[src/rtl/assert_macros.svh]
// Assertion macros used by the framer RTL file.
`ifndef ASSERT_MACROS_SVH
`define ASSERT_MACROS_SVH

// Same-cycle implication, disabled while reset is asserted.
`define LLS_ASSERT_IMPL(label, clk, rst_n, ante, cons, msg) \
    label: assert property (@(posedge clk) disable iff (!rst_n) (ante) |-> (cons)) \
        else $error(msg);

// Next-cycle implication, disabled while reset is asserted.
`define LLS_ASSERT_NEXT(label, clk, rst_n, ante, cons, msg) \
    label: assert property (@(posedge clk) disable iff (!rst_n) (ante) |=> (cons)) \
        else $error(msg);

`endif

[src/rtl/lls_pkg.sv]
// Shared types, constants and the CRC-8 update function of the framer.
`default_nettype none

package lls_pkg;

    localparam logic [7:0] LLS_REQ_PREFIX = 8'h31;
    localparam logic [7:0] LLS_RSP_PREFIX = 8'h3E;
    localparam logic [7:0] LLS_CRC_POLY   = 8'h8C;

    // Longest reply frame accepted, in bytes
    localparam int unsigned LLS_MAX_FRAME = 128;

    // Configuration register reset values
    localparam logic [7:0] LLS_SLAVE_ID_RST    = 8'd1;
    localparam logic [7:0] LLS_COMMAND_RST     = 8'd6;
    localparam logic [6:0] LLS_DATA_OFFSET_RST = 7'd0;
    localparam logic [2:0] LLS_DATA_WIDTH_RST  = 3'd2;
    localparam logic [2:0] LLS_DATA_WIDTH_MAX  = 3'd4;

    localparam int unsigned LLS_CFG_IDX_W = 2;

    typedef enum logic [LLS_CFG_IDX_W-1:0] {
        CFG_SLAVE_ID,
        CFG_COMMAND,
        CFG_DATA_OFFSET,
        CFG_DATA_WIDTH
    } t_cfg_idx;

    typedef enum logic [2:0] {
        ST_OK,
        ST_PREFIX,
        ST_ADDRESS,
        ST_COMMAND,
        ST_CRC,
        ST_LENGTH
    } t_status;

    typedef enum logic {
        KIND_REQ,
        KIND_VERDICT
    } t_kind;

    // Position within the four-byte request frame
    typedef enum logic [1:0] {
        BEAT_PREFIX,
        BEAT_SLAVE,
        BEAT_CMD,
        BEAT_CRC
    } t_beat;

    typedef struct packed {
        t_status     status;
        logic [31:0] value;
    } t_verdict;

    // Reflected CRC-8, one byte, LSB first
    function automatic logic [7:0] crc8_update(input logic [7:0] crc, input logic [7:0] b);
        logic [7:0] c;
        logic [7:0] d;
        logic       mix;
        c = crc;
        d = b;
        for (int k = 0; k < 8; k++) begin
            mix = c[0] ^ d[0];
            c   = {1'b0, c[7:1]};
            if (mix) begin
                c = c ^ LLS_CRC_POLY;
            end
            d = {1'b0, d[7:1]};
        end
        return c;
    endfunction

    // CRC after the request prefix alone, fixed at elaboration
    localparam logic [7:0] LLS_REQ_PREFIX_CRC = crc8_update(8'h00, LLS_REQ_PREFIX);

endpackage

`default_nettype wire

[src/rtl/lls_in_if.sv]
// Input request channel: operation, received byte and end-of-reply flag.
`default_nettype none

interface lls_in_if;
    logic       valid;
    logic       ready;
    logic       operation;
    logic [7:0] rx_byte;
    logic       rx_last;

    modport source (output valid, operation, rx_byte, rx_last, input ready);
    modport sink   (input valid, operation, rx_byte, rx_last, output ready);
endinterface

`default_nettype wire

[src/rtl/lls_out_if.sv]
// Output result channel: request bytes to transmit and reply verdicts.
`default_nettype none

interface lls_out_if;
    logic        valid;
    logic        ready;
    logic        result_kind;
    logic [7:0]  tx_byte;
    logic        last_of_run;
    logic [2:0]  status;
    logic [31:0] value;

    modport source (output valid, result_kind, tx_byte, last_of_run, status, value,
                    input ready);
    modport sink   (input valid, result_kind, tx_byte, last_of_run, status, value,
                    output ready);
endinterface

`default_nettype wire

[src/rtl/lls_request_response_framer.sv]
// LLS request/response framer, master side: request framing and reply checking.
// Usage:
//   i_in carries requests: operation 0 asks for a request frame, operation 1
//   hands over one reply byte (rx_byte), with rx_last set on the final byte.
//   o_out carries results: a request gives four transmit bytes (prefix 0x31,
//   slave id, command, CRC-8), the last one flagged; a final reply byte gives
//   one verdict with status and the gathered little-endian value.
//   Configuration is written through i_cfg_we / i_cfg_idx / i_cfg_data while
//   the block is idle.
// Timing:
//   A request is held in the input register, then its result is loaded into the
//   output register, which drives o_out. Reply bytes are taken one per cycle
//   unless a final byte waits behind an undelivered result; a request occupies
//   the output register until its four transmit bytes are delivered, one per
//   cycle while o_out is ready, and the next request waits in the input register.
// Reset (synchronous, active low) restores the register defaults, clears the
//   receive state and empties both registers.
// A stalled receiver holds the current result; reply bytes without a result
//   still pass, and the input stalls only behind an undelivered result.
`default_nettype none
`include "assert_macros.svh"

module lls_request_response_framer #(
    parameter int unsigned MAX_FRAME = lls_pkg::LLS_MAX_FRAME
) (
    input  logic                              i_clk,
    input  logic                              i_rst_n,
    lls_in_if.sink                            i_in,
    lls_out_if.source                         o_out,
    input  logic                              i_cfg_we,
    input  logic [lls_pkg::LLS_CFG_IDX_W-1:0] i_cfg_idx,
    input  logic [7:0]                        i_cfg_data
);
    import lls_pkg::*;

    // Configuration registers
    logic [7:0] r_slave_id;
    logic [7:0] r_command;
    logic [6:0] r_data_offset;
    logic [2:0] r_data_width;

    // Input register
    logic       r_in_valid;
    logic       r_in_op;
    logic [7:0] r_in_byte;
    logic       r_in_last;

    // Output register
    logic        r_out_valid;
    t_kind       r_out_kind;
    t_beat       r_out_beat;
    t_verdict    r_out_verdict;
    logic [7:0]  r_tx_slave;
    logic [7:0]  r_tx_cmd;
    logic [7:0]  r_tx_crc;

    logic        w_in_has_result;
    logic        w_out_last_beat;
    logic        w_out_done;
    logic        w_out_free;
    logic        w_advance;
    logic        w_accept;
    logic [7:0]  w_req_crc;
    t_verdict    w_verdict;

    always_ff @(posedge i_clk) begin
        if (!i_rst_n) begin
            r_slave_id    <= LLS_SLAVE_ID_RST;
            r_command     <= LLS_COMMAND_RST;
            r_data_offset <= LLS_DATA_OFFSET_RST;
            r_data_width  <= LLS_DATA_WIDTH_RST;
        end else if (i_cfg_we) begin
            unique case (t_cfg_idx'(i_cfg_idx))
                CFG_SLAVE_ID:    r_slave_id    <= i_cfg_data;
                CFG_COMMAND:     r_command     <= i_cfg_data;
                CFG_DATA_OFFSET: r_data_offset <= i_cfg_data[6:0];
                CFG_DATA_WIDTH:  r_data_width  <= i_cfg_data[2:0];
                default: ;
            endcase
        end
    end

    // Flow control between input and output registers
    always_comb begin
        w_in_has_result = !r_in_op || r_in_last;
        w_out_last_beat = (r_out_kind == KIND_VERDICT) || (r_out_beat == BEAT_CRC);
        w_out_done      = r_out_valid && o_out.ready && w_out_last_beat;
        w_out_free      = !r_out_valid || w_out_done;
        w_advance       = r_in_valid && (!w_in_has_result || w_out_free);
        i_in.ready      = !r_in_valid || w_advance;
        w_accept        = i_in.valid && i_in.ready;
    end

    always_ff @(posedge i_clk) begin
        if (!i_rst_n) begin
            r_in_valid <= 1'b0;
        end else if (w_accept) begin
            r_in_valid <= 1'b1;
        end else if (w_advance) begin
            r_in_valid <= 1'b0;
        end
    end

    always_ff @(posedge i_clk) begin
        if (w_accept) begin
            r_in_op   <= i_in.operation;
            r_in_byte <= i_in.rx_byte;
            r_in_last <= i_in.rx_last;
        end
    end

    lls_rx_parse #(
        .MAX_FRAME (MAX_FRAME)
    ) u_rx_parse (
        .i_clk         (i_clk),
        .i_rst_n       (i_rst_n),
        .i_step        (w_advance && r_in_op),
        .i_clear       (w_advance && !r_in_op),
        .i_byte        (r_in_byte),
        .i_last        (r_in_last),
        .i_slave_id    (r_slave_id),
        .i_command     (r_command),
        .i_data_offset (r_data_offset),
        .i_data_width  (r_data_width),
        .o_verdict     (w_verdict)
    );

    // Request CRC: prefix part is a constant
    assign w_req_crc = crc8_update(crc8_update(LLS_REQ_PREFIX_CRC, r_slave_id), r_command);

    // Output register: load a new result or step through request bytes
    always_ff @(posedge i_clk) begin
        if (!i_rst_n) begin
            r_out_valid <= 1'b0;
            r_out_kind  <= KIND_REQ;
            r_out_beat  <= BEAT_PREFIX;
        end else if (w_advance && w_in_has_result) begin
            r_out_valid <= 1'b1;
            r_out_kind  <= r_in_op ? KIND_VERDICT : KIND_REQ;
            r_out_beat  <= BEAT_PREFIX;
        end else if (r_out_valid && o_out.ready) begin
            if (w_out_last_beat) begin
                r_out_valid <= 1'b0;
            end else begin
                r_out_beat <= t_beat'(r_out_beat + 2'd1);
            end
        end
    end

    always_ff @(posedge i_clk) begin
        if (w_advance && w_in_has_result) begin
            r_tx_slave <= r_slave_id;
            r_tx_cmd   <= r_command;
            r_tx_crc   <= w_req_crc;
            if (r_in_op) begin
                r_out_verdict <= w_verdict;
            end else begin
                r_out_verdict <= '{status: ST_OK, value: 32'd0};
            end
        end
    end

    // Result fields
    always_comb begin
        o_out.valid       = r_out_valid;
        o_out.result_kind = r_out_kind;
        o_out.last_of_run = w_out_last_beat;
        o_out.status      = r_out_verdict.status;
        o_out.value       = r_out_verdict.value;
        o_out.tx_byte     = 8'd0;
        if (r_out_kind == KIND_REQ) begin
            unique case (r_out_beat)
                BEAT_PREFIX: o_out.tx_byte = LLS_REQ_PREFIX;
                BEAT_SLAVE:  o_out.tx_byte = r_tx_slave;
                BEAT_CMD:    o_out.tx_byte = r_tx_cmd;
                BEAT_CRC:    o_out.tx_byte = r_tx_crc;
                default:     o_out.tx_byte = 8'd0;
            endcase
        end
    end

    `LLS_ASSERT_IMPL(a_stall_needs_full, i_clk, i_rst_n, !i_in.ready,
        r_in_valid && r_out_valid, "input stalled without a pending result")
    `LLS_ASSERT_IMPL(a_no_overwrite, i_clk, i_rst_n,
        w_advance && w_in_has_result && r_out_valid,
        o_out.ready && w_out_last_beat, "result overwritten before delivery")
    `LLS_ASSERT_NEXT(a_req_continues, i_clk, i_rst_n,
        o_out.valid && o_out.ready && r_out_kind == KIND_REQ && r_out_beat != BEAT_CRC,
        o_out.valid && r_out_kind == KIND_REQ, "request frame cut short")

endmodule

`default_nettype wire

[src/rtl/lls_rx_parse.sv]
// Reply parser: byte index, running CRC, header checks, data gathering, verdict.
`default_nettype none

module lls_rx_parse #(
    parameter int unsigned MAX_FRAME = lls_pkg::LLS_MAX_FRAME
) (
    input  logic              i_clk,
    input  logic              i_rst_n,
    input  logic              i_step,
    input  logic              i_clear,
    input  logic [7:0]        i_byte,
    input  logic              i_last,
    input  logic [7:0]        i_slave_id,
    input  logic [7:0]        i_command,
    input  logic [6:0]        i_data_offset,
    input  logic [2:0]        i_data_width,
    output lls_pkg::t_verdict o_verdict
);
    import lls_pkg::*;

    localparam logic [8:0] MAX_LEN = 9'(MAX_FRAME);

    logic [7:0]  r_byte_index, n_byte_index;
    logic [7:0]  r_crc,        n_crc;
    t_status     r_first_err,  n_first_err;
    logic [31:0] r_gathered,   n_gathered;

    logic [2:0]  w_eff_width;
    logic [7:0]  w_start;
    logic [8:0]  w_len;
    logic [8:0]  w_need;
    logic [8:0]  w_rel;
    logic [8:0]  w_end;
    logic        w_in_window;
    logic [4:0]  w_shift;
    t_status     w_status;

    // Window geometry; widths above four act as four
    always_comb begin
        w_eff_width = (i_data_width > LLS_DATA_WIDTH_MAX) ? LLS_DATA_WIDTH_MAX : i_data_width;
        w_start     = 8'd3 + {1'b0, i_data_offset};
        w_len       = {1'b0, r_byte_index} + 9'd1;
        w_need      = {1'b0, w_start} + {6'b0, w_eff_width} + 9'd1;
        w_end       = {1'b0, w_start} + {6'b0, w_eff_width};
        w_rel       = {1'b0, r_byte_index} - {1'b0, w_start};
        w_in_window = (r_byte_index >= w_start) && ({1'b0, r_byte_index} < w_end);
        w_shift     = {w_rel[1:0], 3'b000};
    end

    // First header error, in byte order
    always_comb begin
        n_first_err = r_first_err;
        if (r_first_err == ST_OK) begin
            if (r_byte_index == 8'd0 && i_byte != LLS_RSP_PREFIX) begin
                n_first_err = ST_PREFIX;
            end else if (r_byte_index == 8'd1 && i_byte != i_slave_id) begin
                n_first_err = ST_ADDRESS;
            end else if (r_byte_index == 8'd2 && i_byte != i_command) begin
                n_first_err = ST_COMMAND;
            end
        end
    end

    // Verdict for a final byte: header, then CRC, then length
    always_comb begin
        priority if (n_first_err != ST_OK) begin
            w_status = n_first_err;
        end else if (i_byte != r_crc) begin
            w_status = ST_CRC;
        end else if (w_len < w_need || w_len > MAX_LEN) begin
            w_status = ST_LENGTH;
        end else begin
            w_status = ST_OK;
        end
        o_verdict.status = w_status;
        o_verdict.value  = (w_status == ST_OK) ? r_gathered : 32'd0;
    end

    // Next receive state
    always_comb begin
        n_byte_index = r_byte_index;
        n_crc        = r_crc;
        n_gathered   = r_gathered;
        if (i_clear || (i_step && i_last)) begin
            n_byte_index = 8'd0;
            n_crc        = 8'd0;
            n_gathered   = 32'd0;
        end else if (i_step) begin
            n_crc = crc8_update(r_crc, i_byte);
            if (r_byte_index != 8'hFF) begin
                n_byte_index = r_byte_index + 8'd1;
            end
            if (w_in_window) begin
                n_gathered = r_gathered | ({24'd0, i_byte} << w_shift);
            end
        end
    end

    always_ff @(posedge i_clk) begin
        if (!i_rst_n) begin
            r_byte_index <= 8'd0;
            r_crc        <= 8'd0;
            r_first_err  <= ST_OK;
            r_gathered   <= 32'd0;
        end else begin
            r_byte_index <= n_byte_index;
            r_crc        <= n_crc;
            r_gathered   <= n_gathered;
            if (i_clear || (i_step && i_last)) begin
                r_first_err <= ST_OK;
            end else if (i_step) begin
                r_first_err <= n_first_err;
            end
        end
    end

endmodule

`default_nettype wire

[src/flat_wrapper.sv]
// flat-port wrapper written by rule: the top's interface ports become plain ports
module lls_request_response_framer_flat import lls_pkg::*;
#(
    parameter int unsigned MAX_FRAME = lls_pkg::LLS_MAX_FRAME
)
  (i_clk, i_rst_n, i_cfg_we, i_cfg_idx, i_cfg_data, i_in_valid, i_in_operation, i_in_rx_byte, i_in_rx_last, i_in_ready, o_out_valid, o_out_result_kind, o_out_tx_byte, o_out_last_of_run, o_out_status, o_out_value, o_out_ready);
  lls_in_if i_in_i ();
  lls_out_if o_out_i ();
  input  logic i_clk;
  input  logic i_rst_n;
  input  logic i_cfg_we;
  input  logic [lls_pkg::LLS_CFG_IDX_W-1:0] i_cfg_idx;
  input  logic [7:0] i_cfg_data;
  input wire logic [$bits(i_in_i.valid)-1:0] i_in_valid;
  input wire logic [$bits(i_in_i.operation)-1:0] i_in_operation;
  input wire logic [$bits(i_in_i.rx_byte)-1:0] i_in_rx_byte;
  input wire logic [$bits(i_in_i.rx_last)-1:0] i_in_rx_last;
  output wire logic [$bits(i_in_i.ready)-1:0] i_in_ready;
  output wire logic [$bits(o_out_i.valid)-1:0] o_out_valid;
  output wire logic [$bits(o_out_i.result_kind)-1:0] o_out_result_kind;
  output wire logic [$bits(o_out_i.tx_byte)-1:0] o_out_tx_byte;
  output wire logic [$bits(o_out_i.last_of_run)-1:0] o_out_last_of_run;
  output wire logic [$bits(o_out_i.status)-1:0] o_out_status;
  output wire logic [$bits(o_out_i.value)-1:0] o_out_value;
  input wire logic [$bits(o_out_i.ready)-1:0] o_out_ready;
  assign i_in_i.valid = i_in_valid;
  assign i_in_i.operation = i_in_operation;
  assign i_in_i.rx_byte = i_in_rx_byte;
  assign i_in_i.rx_last = i_in_rx_last;
  assign i_in_ready = i_in_i.ready;
  assign o_out_valid = o_out_i.valid;
  assign o_out_result_kind = o_out_i.result_kind;
  assign o_out_tx_byte = o_out_i.tx_byte;
  assign o_out_last_of_run = o_out_i.last_of_run;
  assign o_out_status = o_out_i.status;
  assign o_out_value = o_out_i.value;
  assign o_out_i.ready = o_out_ready;
  lls_request_response_framer #(.MAX_FRAME(MAX_FRAME)) u_core (.i_clk(i_clk), .i_rst_n(i_rst_n), .i_in(i_in_i), .o_out(o_out_i), .i_cfg_we(i_cfg_we), .i_cfg_idx(i_cfg_idx), .i_cfg_data(i_cfg_data));
endmodule
[config.mk]
export PLATFORM = sky130hd
export DESIGN_NAME = lls_request_response_framer_flat
export DESIGN_NICKNAME = d
export VERILOG_FILES = /design/src/rtl/lls_pkg.sv /design/src/rtl/lls_in_if.sv /design/src/rtl/lls_out_if.sv /design/src/rtl/lls_request_response_framer.sv /design/src/rtl/lls_rx_parse.sv /design/src/flat_wrapper.sv
export VERILOG_INCLUDE_DIRS = /design/src /design/src/rtl
export SDC_FILE = /design/constraint.sdc
export NUM_CORES = 1
export LEC_CHECK = 0
export BUFFER_PORTS_ARGS = -buffer_cell sky130_fd_sc_hd__buf_2
export CAP_MARGIN = 20
export CORE_MARGIN = 10
export CORE_UTILIZATION = 40
export DETAILED_ROUTE_END_ITERATION = 10
export GPL_ROUTABILITY_DRIVEN = 1
export PLACE_DENSITY = 0.68
export SETUP_SLACK_MARGIN = 0.1
export SLEW_MARGIN = 25
export SYNTH_ARGS = -nofsm -noshare
export SYNTH_HDL_FRONTEND = slang
export SYNTH_SLANG_ARGS = --single-unit
[constraint.sdc]
create_clock -name i_clk -period 10.2 [get_ports i_clk]
set_input_delay 2.04 -clock i_clk [delete_from_list [all_inputs] [get_ports i_clk]]
set_output_delay 2.04 -clock i_clk [all_outputs]
set_load 0.005 [all_outputs]
Yosys cells after proc, flatten, opt, wreduce, memory -nomap -nowiden
Index checks and enable logic that the tools add are counted.

Output and inout bits: 47. Logic and storage cells: 193. Bits of input ports: 25. Bits in registers: 151.

Bitwise logic cells: 49. Add/subtract/negate cells: 7. Reductions and logical operators: 43. Muxes and demuxes: 54. Equal/unequal tests: 13. Magnitude comparators: 5. Shift-type cells: 1.

Operator list (count): 8-bit 2-to-1 mux (38); 2-bit NOT with 3-bit output (23); 32-bit OR (1); 8-bit case mux with 4 select lines (1); 8-bit by 5-bit left shift with 32-bit output (1); 3-bit 2-to-1 mux (8); 8-bit inequality test (3); 1-bit XOR (23); 2-bit AND reduction (9); 1-bit logical AND (12); 8-bit by 1-bit adder with 9-bit output (second input constant) (1); 8-bit by 3-bit adder with 9-bit output (1); 9-bit by 1-bit adder with 9-bit output (second input constant) (1); 9-bit by 8-bit greater-than comparator with 1-bit output (second input constant) (1); 8-bit by 9-bit less-than comparator with 1-bit output (1); 9-bit less-than comparator (1); 2-bit by 7-bit adder with 8-bit output (first input constant) (1); 8-bit by 1-bit adder with 8-bit output (second input constant) (1); 2-bit == test (second input constant) (4); 8-bit by 1-bit == test with 1-bit output (second input constant) (1); 8-bit by 2-bit == test with 1-bit output (second input constant) (1); 8-bit >= comparator (1); 8-bit logical NOT (1); 8-bit by 6-bit inequality test with 1-bit output (second input constant) (1); 15 further kinds (36).

Depth between registers and ports, before layout
Word-level depth: 36. Depth in mapped cells: 19. Gate-level depth less buffers: 18.

By module
A second synthesis with hierarchy kept.

Cell total of the unflattened synthesis: 759. Area total of the unflattened synthesis: 8010.2 um^2.

By module, submodules not included: lls_request_response_framer (cells each 293, area an instance 4151.5 um^2, times used 1); lls_rx_parse (cells each 466, area an instance 3858.7 um^2, times used 1).

Least setup slack after synthesis
OpenSTA, ideal clock, no wires.

Kind: input to output. Start: in o_out_ready. End: out i_in_ready. Cell stages on the path: 4. Setup slack: 5.744 ns. Arrival: 2.416 ns. Path buffers: 0. Cell sequence: nand2_1 > nand2_1 > nor2_1 > inv_1.

Cells in the longest elaborated chain, start to end: 6.

RTL lines: start: declaration (line flat_wrapper.sv:25) `input wire logic [$bits(o_out_i.ready)-1:0] o_out_ready;`; 1-bit logical AND (2 in series) (line lls_request_response_framer.sv:87) `w_out_done = r_out_valid && o_out.ready && w_out_last_beat;`; 1-bit logical OR (line lls_request_response_framer.sv:88) `w_out_free = !r_out_valid || w_out_done;`; 1-bit logical OR (line lls_request_response_framer.sv:89) `w_advance = r_in_valid && (!w_in_has_result || w_out_free);`; 1-bit logical AND (line lls_request_response_framer.sv:89); 1-bit logical OR (line lls_request_response_framer.sv:90) `i_in.ready = !r_in_valid || w_advance;`; end: declaration (line flat_wrapper.sv:18) `output wire logic [$bits(i_in_i.ready)-1:0] i_in_ready;`.

No other way between the ends.

Worst setup path in the final report
Same ends and word-level chain as after synthesis.

==> key figures <==
Critical path
  • Critical path endpoint category: primary output
  • Critical Path RT: 8.16 ns
  • CP Buf/Inv Count: 3
  • CP top delay family: simple AND/OR/NAND/NOR gates
  • Critical path's largest stage delay: approximately 0.31 ns
  • CP cell instances: buf_2, nand2_1, nand2_1, nor2_1, inv_1, buf_2
  • CP max FO: 3
  • Critical Path Start Type: input port
  • CP Class: input port to primary output
  • CP max stage cell: nor2_1
  • Data arrival, critical path: a little under 3 ns

Logic synthesis
  • Main combinational cell family by area after synthesis: simple AND/OR/NAND/NOR gates
  • Compound-cell area share of the yosys netlist: around a tenth
  • Top FF cell, synth: dfxtp_1
  • Register area share after synthesis: approximately 48%
  • Post-synthesis adder-cell area fraction: around 6.4%
  • Post-synth EDFFs: 69
  • Multiplexer area fraction after synthesis: between 2 and 3%
  • Syn avg cell area: between 9 and 10 µm²
  • Synth Area in XOR/XNOR: between 10% and 20%
  • Post-synthesis simple-gate area fraction: 17.68%
  • Number of library cell types mapped by synthesis: between 50 and 60
  • Async SR Flop Fraction: 0%
  • Mapped Area: 7776 µm²
  • Post-synthesis net count: roughly 860
  • Synthesis Warnings: 0
  • Mapped Cells: approximately 800
  • Post-synthesis sequential element count: around 150

Clocking
  • # Post-CTS Setup Buffers: 0
  • # hold bufs at CTS: 0
  • Post-CTS resize count: 0
  • TritonCTS Buffers: 17
  • Clk slew on worst S/H paths: roughly 0.060 ns
  • Clock sink total: approximately 150
  • H-tree depth: 4
  • Root Buffer: clkbuf_16
  • Clk_lat worst skew: 0.43 ns
  • TritonCTS clock tree: built
  • Clock Path Buffers: 2

Finish
  • Antenna Cells: 0
  • Final Instance Count excl. Fillers: between 1,000 and 1,500
  • Design Area, Final: 8872 µm²
  • Fillers: 1,803
  • Area of the multi-input gates: between 3000 and 4000 µm²
  • Register area: between 3000 and 4000 µm²
  • Layout cells sized above 1: between 10% and 20%
  • Commonest non-fill, non-tap cell in the layout: nand2_1
  • Area grow syn2layout: 14.09%
  • Nets: 901
  • Final core utilization: between 40% and 50%
  • Most frequent cells in the layout: nand2_1, xnor2_1, dfxtp_1

Global routing
  • Wire length of the first global-routing pass: roughly 30 mm
  • GRT Overall Usage: roughly 14%
  • Remaining Overflow, GRT: 0
  • Vias in the first global route: around 5,500
  • Initial antenna violation count: 0
  • Largest net degree at the start of global routing: 52

Placed design
  • Post-DP Area: between 8000 and 9000 µm²
  • DP Cell Count: between 1,000 and 1,500
  • Post-DP HPWL: 12.64 mm
  • Port bufs: ~70
  • Gp weighted congestion: 0.8234

Timing
  • Clk_skew: between 0.009 and 0.01 ns
  • Setup-failing EPs final: 0
  • Unrepaired setup endpoints after global routing: no
  • Slew headroom: 54.51%
  • Period Utilization, post-route: between 40% and 50%
  • Final Slew Violations: 0
  • Fmax: a little over 0.2 GHz
  • Worst-margin pin slew: 0.6807 ns
  • Hold_ws: approximately 0.45 ns
  • Setup TNS: 0 ns
  • Minimum clock period: 4.971 ns
  • Final Hold Viols: 0

Power
  • PwrDens: between 150 and 200 nW/µm²
  • Maximum vdd drop: 0.1070 mV
  • Pleak: about 3.2 nW

Detailed routing
  • Final wirelength: roughly 18 mm
  • Via density: between 5 and 6
  • Routed len/inst: 16.47 µm
  • DR vias: ~5,700
  • DRC Markers: 0
  • Antenna viol nets, final: 0
  • 1st-iter DRT viols: approximately 380
  • Pre-Repair DR Iteration Count: 5

Floorplanning
  • Site Rows: 50
  • Starting density of the core: approximately two fifths
  • Die width: 159.4 µm
  • Core area: 18,890 µm²
  • Die Area: roughly 25,000 µm²
  • Die Y: about 160 µm
  • Io pins: just over 70

Worst hold path
  • Hold Crit Class: register to register

Flow run
  • Maxcap violations: 0

Run status
  • Status: finished clean
registers in the layout (all words and copies together) (netlist names), 7 cells and up:
signal	cells
u_core.u_rx_parse.r_crc	8
u_core.r_in_byte	8
u_core.r_data_offset	7
u_core.r_command	8
u_core.o_out.value	32
u_core.r_tx_cmd	8
u_core.u_rx_parse.r_gathered	32
u_core.r_tx_slave	8
u_core.r_tx_crc	8
u_core.r_slave_id	8
u_core.u_rx_parse.r_byte_index	8
worst paths after layout:
path | start | to | slack, ns | depth (start not counted)
max | o_out_ready | i_in_ready | 5.23 | 6
min | u_core.u_rx_parse.r_gathered[10]$_SDFFE_PP0P_ | u_core.u_rx_parse.r_gathered[10]$_SDFFE_PP0P_ | 0.45 | 2
max reg2reg | u_core.r_data_offset[0]$_SDFFE_PN0P_ | u_core.o_out.value[4]$_SDFFCE_PN0P_ | 5.61 | 17
min reg2reg | u_core.u_rx_parse.r_gathered[10]$_SDFFE_PP0P_ | u_core.u_rx_parse.r_gathered[10]$_SDFFE_PP0P_ | 0.45 | 2
power by group:
group / internal [W] / total (W) / switching [W]
sequential: 0.000658 / 0.000681 / 0.0000222
combinational: 0.0000774 / 0.000185 / 0.000107
clock: 0.000365 / 0.000612 / 0.000247
total: 0.00110 / 0.00148 / 0.000376
cell usage after synthesis (2+ instances only):
master	number	area share [%]
a21oi_1	20	1.3
nor2_1	30	1.4
nor3_1	11	0.71
nor4_1	33	2.7
xnor2_1	82	9.2
a21o_1	3	0.29
nor3b_1	2	0.19
ha_1	36	5.8
nor2b_1	22	1.8
buf_2	13	0.84
o211a_1	3	0.39
edfxtp_1	69	27
a222oi_1	5	0.64
o21ai_0	43	2.8
a22oi_1	6	0.58
or3_1	3	0.24
dfxtp_1	82	21
xor2_1	15	1.7
nand3_1	15	0.97
nand2b_1	4	0.32
a211oi_1	10	0.97
o21a_1	6	0.58
or2_2	3	0.24
a21boi_0	8	0.77
inv_1	24	1.2
buf_1	5	0.24
nand4_1	8	0.64
o22ai_1	2	0.16
nand2_1	135	6.5
and3_1	4	0.32
buf_4	2	0.19
a31oi_1	3	0.24
mux2i_1	20	2.6
or4_1	3	0.29
nand3b_1	2	0.19
fa_1	2	0.51
clkbuf_1	36	1.7
and2_1	5	0.40
area by class of cell:
| type | instances | area share (%) |
|---|---|---|
| inverter | 24 | 1.015 |
| clock inverter | 12 | 1.467 |
| tap | 260 | 3.667 |
| clock buffer | 20 | 5.035 |
| sequential | 151 | 41.86 |
| multi-input combinational | 563 | 42.11 |
| timing repair buffer | 81 | 4.851 |
per-layer routing:
metal	GRT usage [%]	vias up	wire, µm
met4	4.297	0	233
met3	4.183	21	1072
met2	21.78	172	8178
met5	0	-	0
li1	-	2855	-
met1	19.13	2685	8807
tightest hold or removal path, cell delays in order, from the launching register on:
cell and delay (ns):
dfxtp_1 0.32, nand2_1 0.04, o21ai_0 0.05
stage by stage:
stage / worst slack [ns] / power [W]
2_1_floorplan: 5.744 / 0.0008264
3_3_place_gp: 5.302 / 0.0008739
3_5_place_dp: 5.269 / 0.0008771
4_1_cts: 5.261 / 0.001488
5_1_grt: 5.143 / 0.001533
6_report: 5.229 / 0.001477
cells by family (layout without fill, tap and decap cells):
logic type,Yosys count,count (layout)
compound gates,120,120
xor+xnor,97,97
fa+ha+maj,39,39
buf+inv,81,137
flops,151,151
mux,20,20
other cells,1,1
simple gates,286,286
Note: power is estimated with default switching activity, not from simulation.
